$ cat src/sv/interval_slot_allocator_unit_assert.svh
// Assertion macros for the interval slot allocator.
// Used by the top level; expects clk and arst_n in scope.
`ifndef INTERVAL_SLOT_ALLOCATOR_UNIT_ASSERT_SVH
`define INTERVAL_SLOT_ALLOCATOR_UNIT_ASSERT_SVH

// Same-cycle implication, disabled during reset
`define ISA_ASSERT_IMPL(lbl, ante, cons) \
	lbl: assert property (@(posedge clk) disable iff (!arst_n) (ante) |-> (cons)) \
		else $error("isa assertion failed");

// Next-cycle implication, disabled during reset
`define ISA_ASSERT_NEXT(lbl, ante, cons) \
	lbl: assert property (@(posedge clk) disable iff (!arst_n) (ante) |=> (cons)) \
		else $error("isa assertion failed");

`endif

$ cat src/sv/isa_pkg.sv
// Shared types and codes of the interval slot allocator.
// No dependencies.
`timescale 1ns / 1ps

package isa_pkg;

	localparam int ID_W   = 16;
	localparam int PT_W   = 16;
	localparam int SLOT_W = 3;

	// result kinds selected by the controller
	localparam logic [1:0] RES_PLACE      = 2'd0;
	localparam logic [1:0] RES_NEW_SPILL  = 2'd1;
	localparam logic [1:0] RES_VICTIM_NEW = 2'd2;
	localparam logic [1:0] RES_VICTIM_OLD = 2'd3;

	typedef struct packed {
		logic       load;
		logic       scan;
		logic       write_hit;
		logic       write_victim;
		logic       emit;
		logic [1:0] kind;
	} isa_cmd_t;

	typedef struct packed {
		logic hit;
		logic scan_done;
		logic spill_new;
		logic out_free;
	} isa_status_t;

endpackage

$ cat src/sv/isa_if.sv
// Handshake channels of the interval slot allocator: intervals in, slot results out.
// Depends on isa_pkg.
`timescale 1ns / 1ps

interface isa_in_if;
	import isa_pkg::*;
	logic              valid;
	logic              ready;
	logic [ID_W-1:0]   value_id;
	logic [PT_W-1:0]   def_point;
	logic [PT_W-1:0]   end_point;
	logic              group_start;

	modport source (output valid, value_id, def_point, end_point, group_start,
		input ready);
	modport sink (input valid, value_id, def_point, end_point, group_start,
		output ready);
endinterface

interface isa_out_if;
	import isa_pkg::*;
	logic              valid;
	logic              ready;
	logic [ID_W-1:0]   result_id;
	logic [SLOT_W-1:0] slot_number;
	logic              spilled;
	logic              last_result;

	modport source (output valid, result_id, slot_number, spilled, last_result,
		input ready);
	modport sink (input valid, result_id, slot_number, spilled, last_result,
		output ready);
endinterface

$ cat src/sv/interval_slot_allocator_unit.sv
// Channel    | Dir | Payload
// intervals  | in  | value_id, def_point, end_point, group_start
// slots      | out | result_id, slot_number, spilled, last_result
//
// One interval at a time. An item is latched, then the slots are read one by one from the
// slot store (one read port, registered read data) until the first fit or the last slot;
// then one result is issued, or two when it spills a resident.
// A result waits in the output register; the next item is taken meanwhile.
// Reset clears all slots; a stalled output holds the controller in its issue state.
// Top level of the interval slot allocator; depends on isa_pkg, isa_if, isa_ctrl,
// isa_dpath and the assertion macro header.
`timescale 1ns / 1ps

module interval_slot_allocator_unit #(
	parameter int SLOT_COUNT = 8
) (
	input  logic      clk,
	input  logic      arst_n,
	isa_in_if.sink    intervals,
	isa_out_if.source slots
);
	import isa_pkg::*;

	isa_cmd_t    cmd;
	isa_status_t st;

	isa_ctrl u_ctrl (
		.clk     (clk),
		.arst_n  (arst_n),
		.in_valid(intervals.valid),
		.in_ready(intervals.ready),
		.st      (st),
		.cmd     (cmd)
	);

	isa_dpath #(
		.SLOT_COUNT(SLOT_COUNT)
	) u_dpath (
		.clk        (clk),
		.arst_n     (arst_n),
		.in_id      (intervals.value_id),
		.in_def     (intervals.def_point),
		.in_end     (intervals.end_point),
		.in_group   (intervals.group_start),
		.cmd        (cmd),
		.st         (st),
		.out_valid  (slots.valid),
		.out_ready  (slots.ready),
		.out_id     (slots.result_id),
		.out_slot   (slots.slot_number),
		.out_spilled(slots.spilled),
		.out_last   (slots.last_result)
	);

	// checks
`include "interval_slot_allocator_unit_assert.svh"

	`ISA_ASSERT_IMPL(a_emit_free, cmd.emit, st.out_free)
	`ISA_ASSERT_IMPL(a_write_emit, cmd.write_hit || cmd.write_victim, cmd.emit)
	`ISA_ASSERT_NEXT(a_one_at_a_time, intervals.valid && intervals.ready, !intervals.ready)
	`ISA_ASSERT_NEXT(a_pair_follows, slots.valid && slots.ready && !slots.last_result, slots.valid && slots.last_result)

endmodule

$ cat src/sv/isa_ram.sv
// Generic single-write, single-read RAM with registered read data.
// No dependencies.
`timescale 1ns / 1ps

module isa_ram #(
	parameter int WIDTH = 32,
	parameter int DEPTH = 7
) (
	input  logic                                   clk,
	input  logic                                   wr_en,
	input  logic [((DEPTH > 1) ? $clog2(DEPTH) : 1)-1:0] wr_addr,
	input  logic [WIDTH-1:0]                       wr_data,
	input  logic                                   rd_en,
	input  logic [((DEPTH > 1) ? $clog2(DEPTH) : 1)-1:0] rd_addr,
	output logic [WIDTH-1:0]                       rd_data
);

	logic [WIDTH-1:0] mem_q [DEPTH];

	always_ff @(posedge clk) begin
		if (wr_en) begin
			mem_q[wr_addr] <= wr_data;
		end
		if (rd_en) begin
			rd_data <= mem_q[rd_addr];
		end
	end

endmodule

$ cat src/sv/isa_ctrl.sv
// Controller of the interval slot allocator: sequences scan, update and results.
// Depends on isa_pkg.
`timescale 1ns / 1ps

module isa_ctrl (
	input  logic                 clk,
	input  logic                 arst_n,
	input  logic                 in_valid,
	output logic                 in_ready,
	input  isa_pkg::isa_status_t st,
	output isa_pkg::isa_cmd_t    cmd
);
	import isa_pkg::*;

	localparam logic [2:0] S_IDLE   = 3'd0;
	localparam logic [2:0] S_SCAN   = 3'd1;
	localparam logic [2:0] S_PLACE  = 3'd2;
	localparam logic [2:0] S_DECIDE = 3'd3;
	localparam logic [2:0] S_EMIT2  = 3'd4;

	logic [2:0] state_q;
	logic [2:0] state_d;

	assign in_ready = (state_q == S_IDLE);

	// next state and commands
	always_comb begin
		state_d = state_q;
		cmd     = '0;
		case (state_q)
			S_IDLE: begin
				if (in_valid) begin
					cmd.load = 1'b1;
					state_d  = S_SCAN;
				end
			end
			S_SCAN: begin
				cmd.scan = 1'b1;
				if (st.hit) begin
					state_d = S_PLACE;
				end else if (st.scan_done) begin
					state_d = S_DECIDE;
				end
			end
			S_PLACE: begin
				if (st.out_free) begin
					cmd.write_hit = 1'b1;
					cmd.emit      = 1'b1;
					cmd.kind      = RES_PLACE;
					state_d       = S_IDLE;
				end
			end
			S_DECIDE: begin
				if (st.out_free) begin
					cmd.emit = 1'b1;
					if (st.spill_new) begin
						cmd.kind = RES_NEW_SPILL;
						state_d  = S_IDLE;
					end else begin
						cmd.kind         = RES_VICTIM_NEW;
						cmd.write_victim = 1'b1;
						state_d          = S_EMIT2;
					end
				end
			end
			S_EMIT2: begin
				if (st.out_free) begin
					cmd.emit = 1'b1;
					cmd.kind = RES_VICTIM_OLD;
					state_d  = S_IDLE;
				end
			end
			default: begin
				state_d = S_IDLE;
			end
		endcase
	end

	always_ff @(posedge clk or negedge arst_n) begin
		if (!arst_n) begin
			state_q <= S_IDLE;
		end else begin
			state_q <= state_d;
		end
	end

endmodule

$ cat src/sv/isa_dpath.sv
// Datapath of the interval slot allocator: slot store, scan, minimum tracking, result register.
// Depends on isa_pkg and isa_ram.
`timescale 1ns / 1ps

module isa_dpath #(
	parameter int SLOT_COUNT = 8
) (
	input  logic                        clk,
	input  logic                        arst_n,
	input  logic [isa_pkg::ID_W-1:0]    in_id,
	input  logic [isa_pkg::PT_W-1:0]    in_def,
	input  logic [isa_pkg::PT_W-1:0]    in_end,
	input  logic                        in_group,
	input  isa_pkg::isa_cmd_t           cmd,
	output isa_pkg::isa_status_t        st,
	output logic                        out_valid,
	input  logic                        out_ready,
	output logic [isa_pkg::ID_W-1:0]    out_id,
	output logic [isa_pkg::SLOT_W-1:0]  out_slot,
	output logic                        out_spilled,
	output logic                        out_last
);
	import isa_pkg::*;

	localparam int USABLE = SLOT_COUNT - 1;
	localparam int IW     = (USABLE > 1) ? $clog2(USABLE) : 1;
	localparam int CW     = $clog2(USABLE + 1);
	localparam int DW     = ID_W + PT_W;
	localparam logic [SLOT_W-1:0] SPILL_SLOT = SLOT_W'(SLOT_COUNT - 1);
	localparam logic [IW-1:0]     LAST_IDX   = IW'(USABLE - 1);

	// latched interval
	logic [ID_W-1:0] id_q;
	logic [PT_W-1:0] def_q;
	logic [PT_W-1:0] end_q;

	// scan state
	logic [CW-1:0]   rd_idx_q;
	logic            rd_more;
	logic            eval_s1;
	logic [IW-1:0]   idx_s1;
	logic [USABLE-1:0] slot_valid_q;
	logic [IW-1:0]   hit_idx_q;
	logic [PT_W-1:0] min_end_q;
	logic [IW-1:0]   min_idx_q;
	logic [ID_W-1:0] min_owner_q;

	// store access
	logic            wr_en;
	logic [IW-1:0]   wr_addr;
	logic [DW-1:0]   rd_data;
	logic [ID_W-1:0] rd_owner;
	logic [PT_W-1:0] rd_end;
	logic            fit;
	logic            rd_en;

	// output register
	logic              out_valid_q;
	logic [ID_W-1:0]   out_id_q;
	logic [SLOT_W-1:0] out_slot_q;
	logic              out_spilled_q;
	logic              out_last_q;
	logic [IW+SLOT_W-1:0] hit_wide;
	logic [IW+SLOT_W-1:0] min_wide;

	assign rd_more  = (rd_idx_q < CW'(USABLE));
	assign rd_en    = cmd.scan & rd_more;
	assign rd_owner = rd_data[DW-1:PT_W];
	assign rd_end   = rd_data[PT_W-1:0];
	assign fit      = !slot_valid_q[idx_s1] || (def_q > rd_end);

	assign wr_en   = cmd.write_hit | cmd.write_victim;
	assign wr_addr = cmd.write_hit ? hit_idx_q : min_idx_q;

	isa_ram #(
		.WIDTH(DW),
		.DEPTH(USABLE)
	) u_slots (
		.clk    (clk),
		.wr_en  (wr_en),
		.wr_addr(wr_addr),
		.wr_data({id_q, end_q}),
		.rd_en  (rd_en),
		.rd_addr(rd_idx_q[IW-1:0]),
		.rd_data(rd_data)
	);

	// status back to the controller
	assign st.hit       = eval_s1 & fit;
	assign st.scan_done = eval_s1 & !fit & (idx_s1 == LAST_IDX);
	assign st.spill_new = (min_end_q > end_q);
	assign st.out_free  = !out_valid_q | out_ready;

	// interval latch
	always_ff @(posedge clk) begin
		if (cmd.load) begin
			id_q  <= in_id;
			def_q <= in_def;
			end_q <= in_end;
		end
	end

	// read sequencing and evaluation stage
	always_ff @(posedge clk or negedge arst_n) begin
		if (!arst_n) begin
			rd_idx_q <= '0;
			eval_s1  <= 1'b0;
		end else begin
			eval_s1 <= rd_en;
			if (cmd.load) begin
				rd_idx_q <= '0;
			end else if (rd_en) begin
				rd_idx_q <= rd_idx_q + CW'(1);
			end
		end
	end

	always_ff @(posedge clk) begin
		if (rd_en) begin
			idx_s1 <= rd_idx_q[IW-1:0];
		end
	end

	// first fit and running minimum, lowest slot wins ties
	always_ff @(posedge clk) begin
		if (cmd.scan && eval_s1) begin
			if (fit) begin
				hit_idx_q <= idx_s1;
			end
			if ((idx_s1 == '0) || (min_end_q > rd_end)) begin
				min_end_q   <= rd_end;
				min_idx_q   <= idx_s1;
				min_owner_q <= rd_owner;
			end
		end
	end

	// valid bits: cleared on group start, set on allocation
	always_ff @(posedge clk or negedge arst_n) begin
		if (!arst_n) begin
			slot_valid_q <= '0;
		end else if (cmd.load && in_group) begin
			slot_valid_q <= '0;
		end else if (wr_en) begin
			slot_valid_q[wr_addr] <= 1'b1;
		end
	end

	// result register
	assign hit_wide = {{SLOT_W{1'b0}}, hit_idx_q};
	assign min_wide = {{SLOT_W{1'b0}}, min_idx_q};

	always_ff @(posedge clk or negedge arst_n) begin
		if (!arst_n) begin
			out_valid_q <= 1'b0;
		end else if (cmd.emit) begin
			out_valid_q <= 1'b1;
		end else if (out_ready) begin
			out_valid_q <= 1'b0;
		end
	end

	always_ff @(posedge clk) begin
		if (cmd.emit) begin
			case (cmd.kind)
				RES_PLACE: begin
					out_id_q      <= id_q;
					out_slot_q    <= hit_wide[SLOT_W-1:0];
					out_spilled_q <= 1'b0;
					out_last_q    <= 1'b1;
				end
				RES_NEW_SPILL: begin
					out_id_q      <= id_q;
					out_slot_q    <= SPILL_SLOT;
					out_spilled_q <= 1'b1;
					out_last_q    <= 1'b1;
				end
				RES_VICTIM_NEW: begin
					out_id_q      <= id_q;
					out_slot_q    <= min_wide[SLOT_W-1:0];
					out_spilled_q <= 1'b0;
					out_last_q    <= 1'b0;
				end
				RES_VICTIM_OLD: begin
					out_id_q      <= min_owner_q;
					out_slot_q    <= SPILL_SLOT;
					out_spilled_q <= 1'b1;
					out_last_q    <= 1'b1;
				end
				default: begin
					out_id_q      <= id_q;
					out_slot_q    <= SPILL_SLOT;
					out_spilled_q <= 1'b1;
					out_last_q    <= 1'b1;
				end
			endcase
		end
	end

	assign out_valid   = out_valid_q;
	assign out_id      = out_id_q;
	assign out_slot    = out_slot_q;
	assign out_spilled = out_spilled_q;
	assign out_last    = out_last_q;

endmodule

$ cat src/flat_wrapper.sv
// flat-port wrapper written by rule: the top's interface ports become plain ports
module interval_slot_allocator_unit_flat import isa_pkg::*;
#(
	parameter int SLOT_COUNT = 8
)
  (clk, arst_n, intervals_valid, intervals_value_id, intervals_def_point, intervals_end_point, intervals_group_start, intervals_ready, slots_valid, slots_result_id, slots_slot_number, slots_spilled, slots_last_result, slots_ready);
  isa_in_if intervals_i ();
  isa_out_if slots_i ();
  input  logic clk;
  input  logic arst_n;
  input wire logic [$bits(intervals_i.valid)-1:0] intervals_valid;
  input wire logic [$bits(intervals_i.value_id)-1:0] intervals_value_id;
  input wire logic [$bits(intervals_i.def_point)-1:0] intervals_def_point;
  input wire logic [$bits(intervals_i.end_point)-1:0] intervals_end_point;
  input wire logic [$bits(intervals_i.group_start)-1:0] intervals_group_start;
  output wire logic [$bits(intervals_i.ready)-1:0] intervals_ready;
  output wire logic [$bits(slots_i.valid)-1:0] slots_valid;
  output wire logic [$bits(slots_i.result_id)-1:0] slots_result_id;
  output wire logic [$bits(slots_i.slot_number)-1:0] slots_slot_number;
  output wire logic [$bits(slots_i.spilled)-1:0] slots_spilled;
  output wire logic [$bits(slots_i.last_result)-1:0] slots_last_result;
  input wire logic [$bits(slots_i.ready)-1:0] slots_ready;
  assign intervals_i.valid = intervals_valid;
  assign intervals_i.value_id = intervals_value_id;
  assign intervals_i.def_point = intervals_def_point;
  assign intervals_i.end_point = intervals_end_point;
  assign intervals_i.group_start = intervals_group_start;
  assign intervals_ready = intervals_i.ready;
  assign slots_valid = slots_i.valid;
  assign slots_result_id = slots_i.result_id;
  assign slots_slot_number = slots_i.slot_number;
  assign slots_spilled = slots_i.spilled;
  assign slots_last_result = slots_i.last_result;
  assign slots_i.ready = slots_ready;
  interval_slot_allocator_unit #(.SLOT_COUNT(SLOT_COUNT)) u_core (.clk(clk), .arst_n(arst_n), .intervals(intervals_i), .slots(slots_i));
endmodule
$ cat config.mk
export PLATFORM = sky130hd
export DESIGN_NAME = interval_slot_allocator_unit_flat
export DESIGN_NICKNAME = d
export VERILOG_FILES = /design/src/sv/isa_pkg.sv /design/src/sv/isa_if.sv /design/src/sv/interval_slot_allocator_unit.sv /design/src/sv/isa_ram.sv /design/src/sv/isa_ctrl.sv /design/src/sv/isa_dpath.sv /design/src/flat_wrapper.sv
export VERILOG_INCLUDE_DIRS = /design/src /design/src/sv
export SDC_FILE = /design/constraint.sdc
export NUM_CORES = 1
export LEC_CHECK = 0
export ABC_CLOCK_PERIOD_IN_PS = 9850
export BUFFER_PORTS_ARGS = -buffer_cell sky130_fd_sc_hd__clkbuf_2
export CORE_ASPECT_RATIO = 1.75
export CORE_MARGIN = 2
export CORE_UTILIZATION = 35
export DETAILED_ROUTE_END_ITERATION = 8
export GPL_TIMING_DRIVEN = 0
export SLEW_MARGIN = 0
export SYNTH_ARGS = -nofsm -noshare
export SYNTH_HDL_FRONTEND = slang
export SYNTH_HIERARCHICAL = 1
export SYNTH_SLANG_ARGS = --single-unit
export TNS_END_PERCENT = 5
$ cat constraint.sdc
create_clock -name clk -period 9.85 [get_ports clk]
set_input_delay 0.985 -clock clk [delete_from_list [all_inputs] [get_ports clk]]
set_output_delay 0.985 -clock clk [all_outputs]
set_load 0.01 [all_outputs]
Word level (Yosys, flattened, before mapping)
Memories as Yosys holds them, arrays and structs flattened. A register that Yosys moved wholly into a read port is not among the register bits.
Index checks and enable logic that the tools add are counted.
{"block": "op_classes", "n_addsub": 1, "n_lt_le_gt_ge": 7, "n_eq_ne": 12, "n_mux": 36, "bitwise_logic": 7, "reduce_logical": 22}
{"op": "16-bit > comparator", "n": 3}
{"op": "3-bit two-way mux", "n": 11}
{"op": "16-bit case mux with 2 select lines", "n": 1}
{"op": "3-bit case mux with 3 select lines", "n": 2}
{"op": "7-bit two-way mux", "n": 2}
{"op": "1-bit two-way mux", "n": 13}
{"op": "3-bit case mux with 4 select lines", "n": 1}
{"op": "3-bit by 4-bit < comparator with 1-bit output (second input constant)", "n": 2}
{"op": "7-bit OR", "n": 1}
{"op": "3-bit by 2-bit equality test with 1-bit output (second input constant)", "n": 2}
{"op": "3-bit equality test (second input constant)", "n": 2}
{"op": "3-bit zero test", "n": 2}
{"op": "2-bit nonzero test", "n": 3}
{"op": "2-bit OR reduction", "n": 3}
{"op": "3-bit OR reduction", "n": 2}
{"op": "1-bit AND", "n": 4}
{"op": "2-bit equality test (second input constant)", "n": 2}
{"op": "4-bit two-way mux", "n": 1}
{"op": "2-bit by 1-bit inequality test with 1-bit output (second input constant)", "n": 2}
{"op": "1-bit case mux with 2 select lines", "n": 2}
{"op": "2-bit AND reduction", "n": 2}
{"op": "4-bit AND reduction", "n": 1}
{"op": "3-bit by 1-bit adder with 3-bit output (second input constant)", "n": 1}
{"op": "1-bit binary-select mux with 3-bit select", "n": 1}
{"op": "13 further kinds", "n": 19}
{"block": "totals", "regBits": 125, "ramBits": 224, "inputBits": 53, "out_inout_bits": 23, "elab_cells": 103, "n_memories": 1}
{"memory": "u_core.u_dpath.u_slots.mem_q", "words": 7, "width": 32, "read_ports": 1, "rd_ports_with_merged_regs": 1, "write_ports": 1, "line_no": "isa_ram.sv:18", "rtl": "logic [WIDTH-1:0] mem_q [DEPTH];"}

Longest topological paths before layout
Gate-level depths: netlist of run 1.
{"block": "depth", "ltp_word": 12, "mapped_depth": 14, "ltp_nobuf": 12}

By module
Netlist of run 1, hierarchy kept.
{"module": "isa_ram", "n_inst": 1, "cells_each": 491, "area_per_inst_um2": 10164.7, "seq_area_each_um2": 7687.4}
{"module": "isa_dpath", "n_inst": 1, "cells_each": 353, "area_per_inst_um2": 5356.4, "seq_area_each_um2": 3603.5}
{"module": "isa_ctrl", "n_inst": 1, "cells_each": 29, "area_per_inst_um2": 261.5, "seq_area_each_um2": 75.1}

Worst setup path before layout of run 1
No wires, ideal clock.
{"block": "synth_path", "kind": "input port to flip-flop", "from": "input port slots_ready", "to": "memory u_core.u_dpath.u_slots.mem_q[0][0], enable pin", "setup_time_ns": 0.461, "arrival_ns": 4.384, "required_ns": 9.389, "path_slack_ns": 5.005, "cell_stages": 6, "n_path_buf": 0, "cell_sequence": "nand2b_1 > nand2_1 > nor3_1 > mux2_2 > nand2b_1 > nor3_1"}
{"element": "start: declaration", "line_no": "flat_wrapper.sv:22", "rtl": "input wire logic [$bits(slots_i.ready)-1:0] slots_ready;"}
{"element": "end: declaration", "line_no": "isa_ram.sv:18"}

==> impl_metrics.ini, run 1 <==
[routing]
routed-via-count = 7880
drt-pass1-iter-count = 4
drt_drc_violations_left = 0
wire_per_inst_um = 20.9
totalWireLength_mm = 33.6
detail-route-antenna-nets = 0
routed_via_density = 4.90
initialDrtViolationCount = 461

[die]
placement_row_count = 103
design.die.area_um2 = 46900
fp.coreArea_um2 = 44800
die_width_um = 165
fp.dieH_um = 285
floorplan.initialDensity_pct = 35.2
io_pins = 76

[sta]
tightestPinTransition_ns = 0.908
achievable-frequency_mhz = 251
final_hold_viol_count = 0
grt_setup_unrepaired = no
number_of_max_slew_violations_in_the_final_report = 0
post-route-period-util_pct = 40.5
fin_setup_tns_ns = 0
fin_crit_ns = 3.99
skew_ns = 0.0161
max_slew_headroom_pct = 39.3
finalSetupViolations = 0

[clock_network]
clk_latency_ns = 0.53
hold_buffers = 0
cts_tree = built
htreeDepth = 2
clock_sinks = 381
tritoncts.num_buffers = 37
cts_root_buf = clkbuf_16
clkSlewWorstSetupHoldPaths_ns = 0.06
cts_max_path_bufs = 3
post_cts.resized_instances = 0
cts_setup_buffers = 0

[synthesis]
synthesis.yosys.warnings = 6
synthDistinctLibCells = 54
yosys_register_bits = 381
ys_flop_type = edfxtp_1
post_synth.cell_area_avg_um2 = 18.1
post_synth_instance_area_um2 = 15800
synth_top_area_share_pct = 69.6
synth_top_cells_by_area = edfxtp_1 (70%), mux2i_1 (4.3%), ha_1 (3.9%)
synth_enable_flop_cells = 366
post_synth_most_frequent_cells = edfxtp_1 (366), mux2i_1 (68), ha_1 (49), nand2b_1 (41), inv_1 (36)
synthesis.nets = 975
register_area_share_after_synthesis_pct = 72.0
netlist_instances = 873
synth_most_common_cell = edfxtp_1
postSynth.asyncResetShare_pct = 3.94
post-synth-top-area-cell = edfxtp_1

[critical_path]
regToRegStartpoint = u_core/u_dpath/end_q[15]$_DFFE_PP_
crit_fanout = 10
setup.reg_to_reg.worst_slack_ns = 5.86
crit_path_start = u_core/u_dpath/end_q[15]$_DFFE_PP_
worst_setup_path_start_kind = register
worstSetupPathType = reg -> reg
r2r_cells = 13
timing.critical_path.arrival_ns = 4.26
worst-endpoint-required_ns = 10.12
reg2reg_to = u_core/u_dpath/out_id[12]$_DFFE_PP_
worstSetupEndpointType = register

[run]
max-cap-violations = 0

[placed_design]
io_buffers = 75
dpl.hpwl_mm = 23.2
dp.cells = 1542
routabilityCongestion = 0.743

[finish]
final_core_utilization_pct = 41.3
antennaDiodeCount = 0
fill_cells = 4080
final_cell_count_no_fill = 1609
area_growth_pct = 17.4
layout-drive-gt1-share_pct = 29.4
fin_nets = 1106

[global_routing]
number_of_antenna_violations_at_the_first_check_in_global_routing = 0
grt_start_max_net_pins = 53
grt_usage_pct = 14.6
vias_in_the_first_global_route = 8666
grt_pass1_wl_mm = 51.1
overflow = 0

[power]
power_per_cell_area_nw_per_um2 = 287
leakagePower_nw = 6.46
irDropWorstVdd_v = 0.000124

[hold_path]
min_path_type = in -> async

[run_status]
run_status = finished, final reports clean
worst max-delay path by stage:
| stage | to | slack, ns | cells past startpoint |
|---|---|---|---|
| 4_1_cts | u_core/u_dpath/out_id[6]$_DFFE_PP_ | 5.78 | 13 |
| 5_1_grt | u_core/u_dpath/out_id[12]$_DFFE_PP_ | 5.67 | 13 |
| 3_5_place_dp | u_core/u_dpath/out_id[12]$_DFFE_PP_ | 5.78 | 13 |
| 2_1_floorplan | u_core/u_dpath/u_slots/mem_q[0][0]$_DFFE_PP_ | 5.01 | 6 |
| 6_report | u_core/u_dpath/out_id[12]$_DFFE_PP_ | 5.86 | 13 |
| 3_3_place_gp | u_core/u_dpath/u_slots/mem_q[0][26]$_DFFE_PP_ | 2.17 | 7 |
routing by layer:
metal | GRT usage, % | vias to the layer above | wire length [µm] | share of wire (%)
met5 | 0 | - | 0 | 0
met4 | 4.91 | 0 | 928 | 2.8
li1 | - | 3702 | - | -
met1 | 16.2 | 3974 | 12700 | 38
met2 | 28.1 | 146 | 18700 | 56
met3 | 2.05 | 58 | 1240 | 3.7
registers in the layout (all words and copies together) (netlist names), 3 cells and up:
register,cells
u_core/u_dpath/u_slots/mem_q,224
u_core/u_dpath/u_slots/rd_data,32
u_core/u_dpath/def_q,16
u_core/u_dpath/end_q,16
u_core/u_dpath/id_q,16
u_core/u_dpath/min_end_q,16
u_core/u_dpath/min_owner_q,16
u_core/u_dpath/out_id,16
u_core/u_dpath/slot_valid_q,7
u_core/u_ctrl/state_q,3
u_core/u_dpath/hit_idx_q,3
u_core/u_dpath/idx_s1,3
u_core/u_dpath/min_idx_q,3
u_core/u_dpath/out_slot,3
u_core/u_dpath/rd_idx_q,3
placed cells by master (no fill, tap or decap), types with 3 or more instances in the layout:
cell / instances
a31oi_1: 3
buf_6: 16
buf_12: 6
a21oi_1: 25
bufinv_16: 6
mux2_4: 30
mux2i_1: 68
o211ai_2: 30
clkbuf_2: 77
dfrtp_1: 15
nor3_2: 4
nor2_1: 16
nor3_1: 4
nor2b_1: 14
a21o_1: 9
nand3_1: 3
a211oi_1: 4
inv_1: 36
ha_1: 49
edfxtp_1: 366
buf_16: 6
o221ai_2: 30
buf_2: 13
nand4_1: 11
mux2_2: 21
a211o_1: 4
clkinv_1: 11
buf_4: 3
o211ai_1: 5
nor2_4: 5
clkbuf_1: 12
nand2_1: 10
clkbuf_16: 39
nand2b_1: 41
area by class of cell:
class | count | area [µm²] | share of cell area (%)
timing repair buffer | 92 | 691 | 3.73
inverter | 36 | 135 | 0.729
clock inverter | 23 | 268 | 1.44
tap | 577 | 722 | 3.89
clock buffer | 44 | 995 | 5.37
sequential | 381 | 11400 | 61.3
multi-input combinational | 420 | 4090 | 22.0
buffer | 36 | 274 | 1.48
stage by stage:
step	hold slack (ns)	worst slack [ns]	instance area, µm²	total power, W
finish	0.370	5.86	18500	0.00533
global route	0.386	5.67	18500	0.00561
CTS	0.367	5.78	18500	0.00542
detailed placement	0.405	5.78	17300	0.00392
global placement	0.404	2.17	16900	0.00383
floorplan	0.400	5.01	15800	0.00338
where the power goes:
part | internal, W | switching [W]
combinational | 0.000606 | 0.000849
clock | 0.000880 | 0.000596
sequential | 0.00223 | 0.000169
total | 0.00371 | 0.00161
logic make-up (layout without fill, tap and decap cells):
family	Yosys count	count (layout)	synth area share [%]
AOI/OAI and AO/OA	126	126	7.99
xor gates and xnor gates	1	1	0.0555
adders and majority gates	49	49	3.88
buffers and inverters	72	231	2.59
DFF	381	381	72.0
muxes	119	119	8.66
and+or+nand+nor	125	125	4.80
critical path, cell delays in order (launching register included):
cell and delay (ns):
edfxtp_1 0.53, inv_1 0.14, ha_1 0.34, nand4_1 0.21
nor2_1 0.19, o31ai_1 0.10, a21oi_1 0.53, inv_1 0.09
a31oi_1 0.18, nor2b_1 0.06, clkbuf_2 0.15, nand2_1 0.36
buf_2 0.41, mux2_2 0.42
(Power assumes the default switching activity.)
==> run 2: changes to the inputs <==
ABC_CLOCK_PERIOD_IN_PS = 3200   (was 9850)
clock period = 3.2 ns   (was 9.85 ns; I/O delays follow)
==> run 2 against run 1 <==
Power grew to 3.1 times the previous value. Sequential share of layout area shrank 2.6 points. Flip-flop and latch count is the same. Wire length grew 3.9%. Via count grew 5.2%. Non-clock buffer count grew 67. First-iteration DRC count shrank 1.7%. Critical path depth grew 1.
==> impl_metrics.ini, run 2 (synthesis gave the netlist of run 1 again) <==
[finish]
largest_regs = u_core/u_dpath/u_slots/mem_q x224, u_core/u_dpath/u_slots/rd_data x32
largest_register_ffs = 224
layout-drive-gt1-share_pct = 30.7
most-common-layout-cells = edfxtp_1 (366), clkbuf_2 (76), mux2i_1 (68), dlygate4sd3_1 (49), ha_1 (48)
final_cell_count_no_fill = 1674
largest_register = u_core/u_dpath/u_slots/mem_q
layout_commonest_cell = edfxtp_1
fin_nets = 1172
final_core_utilization_pct = 43.2
antennaDiodeCount = 0
area_growth_pct = 22.7
fill_cells = 4028

[global_routing]
grt_usage_pct = 15.2
overflow = 0
grt_pass1_wl_mm = 53.0
vias_in_the_first_global_route = 8939
number_of_antenna_violations_at_the_first_check_in_global_routing = 0
grt_start_max_net_pins = 53

[sta]
skew_ns = 0.0216
grt_setup_unrepaired = yes
final_hold_viol_count = 0
achievable-frequency_mhz = 314
tightestPinTransition_ns = 0.885
fin_crit_ns = 3.19
max_slew_headroom_pct = 41.0
post-route-period-util_pct = 99.5
finalSetupViolations = 0
number_of_max_slew_violations_in_the_final_report = 0

[critical_path]
worstSetupEndpointType = register
crit_fanout = 8
worst-endpoint-required_ns = 3.44
worst_setup_path_start_kind = register
worstSetupPathType = reg -> reg
timing.critical_path.arrival_ns = 3.43

[clock_network]
clk_latency_ns = 0.54
clkSlewWorstSetupHoldPaths_ns = 0.06
htreeDepth = 2
cts_tree = built
cts_root_buf = clkbuf_16
clock_sinks = 381
cts_max_path_bufs = 3
tritoncts.num_buffers = 36

[routing]
drt-met1-wl_mm = 13.3
routed-via-count = 8292
initialDrtViolationCount = 453
highest_layer = met4
drt_drc_violations_left = 0
met3RoutedLength_mm = 1.25
dr_wl_met2_mm = 19.2
wire_per_inst_um = 20.8
detail-route-antenna-nets = 0
drt-pass1-iter-count = 4
routed_via_density = 4.95
totalWireLength_mm = 34.9

[power]
power_per_cell_area_nw_per_um2 = 857
leakagePower_nw = 6.83
irDropWorstVdd_v = 0.000353

[die]
fp.dieH_um = 285
design.die.area_um2 = 46900
floorplan.initialDensity_pct = 35.2
io_pins = 76
fp.coreArea_um2 = 44800
die_width_um = 165
placement_row_count = 103

[run_status]
run_status = finished, final reports clean

[placed_design]
dpl.hpwl_mm = 23.1
io_buffers = 75
routabilityCongestion = 0.758
dp.cells = 1539

[hold_path]
min_path_type = in -> reg

[run]
max-cap-violations = 0
==> run 2: repair_timing <==
action                                 in CTS  in global routing
hold buffers                               49                  0
cloned                                      1                  0
setup endpoints to repair                 240                182
endpoints found under the hold margin      63                  0
pin swaps                                  11                  3
gates resized for setup                    19                  2
setup buffers                              19                  1
==> run 2: worst paths after layout <==
check / slack, ns / endpoint / startpoint / cells after the start
worst max-delay path: 0.01 / u_core/u_dpath/u_slots/mem_q[0][15]$_DFFE_PP_ / u_core/u_dpath/end_q[1]$_DFFE_PP_ / 14
worst min-delay path: 0.16 / u_core/u_ctrl/state_q[0]$_DFFE_PN0P_ / intervals_valid / 3
worst max register to register: 0.01 / u_core/u_dpath/u_slots/mem_q[0][15]$_DFFE_PP_ / u_core/u_dpath/end_q[1]$_DFFE_PP_ / 14
worst min register to register: 0.42 / u_core/u_dpath/min_owner_q[11]$_DFFE_PP_ / u_core/u_dpath/u_slots/rd_data[27]$_DFFE_PP_ / 0
max in group asynchronous: 2.63 / u_core/u_dpath/rd_idx_q[2]$_DFFE_PN0P_ / arst_n / 2
min in group asynchronous: 0.28 / u_core/u_ctrl/state_q[2]$_DFFE_PN0P_ / arst_n / 2
==> run 2: layout make-up <==
type	count	area (µm²)	share of cell area, %
buffer	36	292	1.50
inverter	36	135	0.698
multi-input combinational	420	4160	21.5
tap	577	722	3.73
clock inverter	24	304	1.57
clock buffer	41	941	4.86
sequential	381	11400	58.7
timing repair buffer	159	1450	7.48
==> run 2: worst max-delay path, cell delays in order, from the launching register on <==
cell and delay (ns):
edfxtp_1 0.51, inv_2 0.14, ha_4 0.21, nor2b_1 0.12
o211ai_1 0.16, a21oi_1 0.10, o31ai_2 0.31, a21oi_2 0.18
nor3_2 0.22, or2_4 0.19, nand2b_4 0.08, nor3_4 0.25
buf_16 0.18, buf_12 0.11, buf_12 0.12
==> run 2: per-stage QoR <==
step	setup TNS, ns	worst slack [ns]	hold WS (ns)	power [W]	instance area (µm²)
6_report	0	0.0149	0.157	0.0166	19400
5_1_grt	-7.41	-0.118	0.198	0.0175	19400
4_1_cts	-2.15	-0.0937	0.148	0.0168	19400
3_5_place_dp	-120.92	-0.891	0.271	0.0121	17300
3_3_place_gp	-719.47	-2.50	0.259	0.0118	16900
2_1_floorplan	-97.32	-0.469	0.0244	0.0104	15800
==> run 2: power breakdown <==
part	leakage, nW	internal [W]	switching (W)
clock network	0.620	0.00270	0.00184
registers	3.54	0.00685	0.000500
logic	2.67	0.00198	0.00273
total	6.83	0.0115	0.00507
==> run 2: metal layers <==
layer	up-vias	global-route usage [%]
li1	3827	-
met1	4197	17.0
met2	199	28.8
met3	69	1.95
met4	0	5.96
met5	-	0
==> run 3: changes to the inputs <==
CORE_UTILIZATION = 55   (was 35)
PLACE_DENSITY = 0.75   (was not set)
==> run 3 against run 2 <==
Sequential power about the same. Critical endpoint is now u_core/u_dpath/out_id[11]$_DFFE_PP_. Largest power group unchanged. Highest routed layer unchanged. Die area decreased by 36%. Sequential share of layout area increased by 1.2 points. Combinational power about the same. Via count increased by 0.16%. Setup slack improved by 0.089 ns. Critical path depth unchanged. Wire length decreased by 7.9%.
==> impl_metrics.ini, run 3 (synthesis gave the netlist of run 1 again) <==
[run]
max-cap-violations = 0

[die]
die_width_um = 132
floorplan.initialDensity_pct = 55.5
placement_row_count = 82
io_pins = 76
design.die.area_um2 = 30100
fp.dieH_um = 228
fp.coreArea_um2 = 28400

[sta]
tightestPinTransition_ns = 1.33
hold_ws_ns = 0.159
number_of_max_slew_violations_in_the_final_report = 0
finalSetupViolations = 0
skew_ns = 0.0117
achievable-frequency_mhz = 323
final_critical_path_setup_slack_ns = 0.104
grt_setup_unrepaired = yes
final_hold_viol_count = 0
max_slew_headroom_pct = 11.6
fin_crit_ns = 3.10
post-route-period-util_pct = 96.7

[global_routing]
vias_in_the_first_global_route = 8631
grt_start_max_net_pins = 28
grt_pass1_wl_mm = 48.6
number_of_antenna_violations_at_the_first_check_in_global_routing = 0
grt_usage_pct = 21.5
top_usage_layer = met2
grt.met1_usage_pct = 25.0
grt.met3_usage_pct = 2.78
overflow = 0
grt_util_met2_pct = 40.4

[finish]
most-common-layout-cells = edfxtp_1 (366), clkbuf_2 (77), mux2i_1 (68), dlygate4sd3_1 (49), ha_1 (49)
largest_regs = u_core/u_dpath/u_slots/mem_q x224, u_core/u_dpath/u_slots/rd_data x32
layout_commonest_cell = edfxtp_1
antennaDiodeCount = 0
finalInstanceArea_um2 = 19000
layout-drive-gt1-share_pct = 30.6
largest_register_ffs = 224
area_growth_pct = 20.3
fin_nets = 1178
largest_register = u_core/u_dpath/u_slots/mem_q

[power]
power_per_cell_area_nw_per_um2 = 846
leakagePower_nw = 6.77
irDropWorstVdd_v = 0.000540

[routing]
routed_via_density = 5.62
routed-via-count = 8305
drt-pass1-iter-count = 5
drt_drc_violations_left = 0
detail-route-antenna-nets = 0
wire_per_inst_um = 21.7
initialDrtViolationCount = 545
totalWireLength_mm = 32.1

[placed_design]
placedInstanceArea_um2 = 17000
post_place_setup_slack_ns = -0.728
routabilityCongestion = 0.760
dpl.hpwl_mm = 21.0
io_buffers = 75

[critical_path]
worstSetupPathType = reg -> reg
crit_fanout = 10
worstSetupEndpointType = register
worst-endpoint-required_ns = 3.47
worst_setup_path_start_kind = register
timing.critical_path.arrival_ns = 3.37

[clock_network]
clock_sinks = 381
cts_tree = built
cts_root_buf = clkbuf_16
htreeDepth = 2
cts_max_path_bufs = 3
clkSlewWorstSetupHoldPaths_ns = 0.07
tritoncts.num_buffers = 34
clk_latency_ns = 0.53

[run_status]
run_status = finished, final reports clean

[hold_path]
min_path_type = in -> reg
## run 3: stage by stage
| stage | utilization [%] | total power (W) | setup TNS [ns] | std cells |
|---|---|---|---|---|
| global placement | 58.6 | 0.0116 | -668.10 | 1326 |
| floorplan | - | 0.0104 | -97.32 | 873 |
| finish | 66.8 | 0.0161 | 0 | 1478 |
| global route | 66.8 | 0.0168 | -0.0468 | 1478 |
| CTS | 66.3 | 0.0161 | 0 | 1464 |
| detailed placement | 59.9 | 0.0120 | -110.00 | 1340 |
## run 3: path summary, 6_finish.rpt
check | slack, ns | startpoint | depth (start not counted) | to
setup / recovery | 0.10 | u_core/u_dpath/end_q[12]$_DFFE_PP_ | 14 | u_core/u_dpath/out_id[11]$_DFFE_PP_
hold / removal | 0.16 | intervals_valid | 3 | u_core/u_ctrl/state_q[0]$_DFFE_PN0P_
setup reg to reg | 0.10 | u_core/u_dpath/end_q[12]$_DFFE_PP_ | 14 | u_core/u_dpath/out_id[11]$_DFFE_PP_
hold reg to reg | 0.42 | u_core/u_dpath/u_slots/rd_data[26]$_DFFE_PP_ | 0 | u_core/u_dpath/min_owner_q[10]$_DFFE_PP_
max in group asynchronous | 2.67 | arst_n | 2 | u_core/u_ctrl/state_q[2]$_DFFE_PN0P_
min in group asynchronous | 0.25 | arst_n | 2 | u_core/u_ctrl/state_q[0]$_DFFE_PN0P_
## run 3: worst max-delay path: stages (launching register included)
cell and delay, ns:
edfxtp_1 0.51, inv_1 0.09, ha_1 0.29, nand4_1 0.07, buf_4 0.17, nor2_1 0.14, o31ai_2 0.12, a21oi_4 0.26
inv_1 0.07, a31oi_1 0.17, nor2b_1 0.06, clkbuf_2 0.20, nand2_8 0.15, buf_12 0.16, mux2_2 0.37
## run 3: layout make-up
class,instances,area (µm²)
Sequential cell,381,11400
Tap cell,378,473
Timing Repair Buffer,167,1450
Clock inverter,20,175
Buffer,36,289
Multi-Input combinational cell,420,4180
Inverter,36,135
Fill cell,1901,9440
Clock buffer,40,915
## run 3: where the power goes
group	total, W	internal [W]	switching, W
Combinational	0.00473	0.00199	0.00274
Clock	0.00400	0.00222	0.00178
Sequential	0.00733	0.00685	0.000477
Total	0.0161	0.0111	0.00499
## run 3: layer usage
metal  vias up  wire [µm]
met4         0        928
li1       3834          -
met1      4172      12100
met3        53       1540
met5         -          0
met2       246      17600
## run 3: repair_timing
item | 4_1_cts | 5_1_grt
pin swaps | 6 | 5
buffers inserted | 16 | 14
endpoints found under the hold margin | 63 | 0
setup endpoints to repair | 240 | 120
hold buffers | 49 | 0
gates resized for setup | 16 | 8
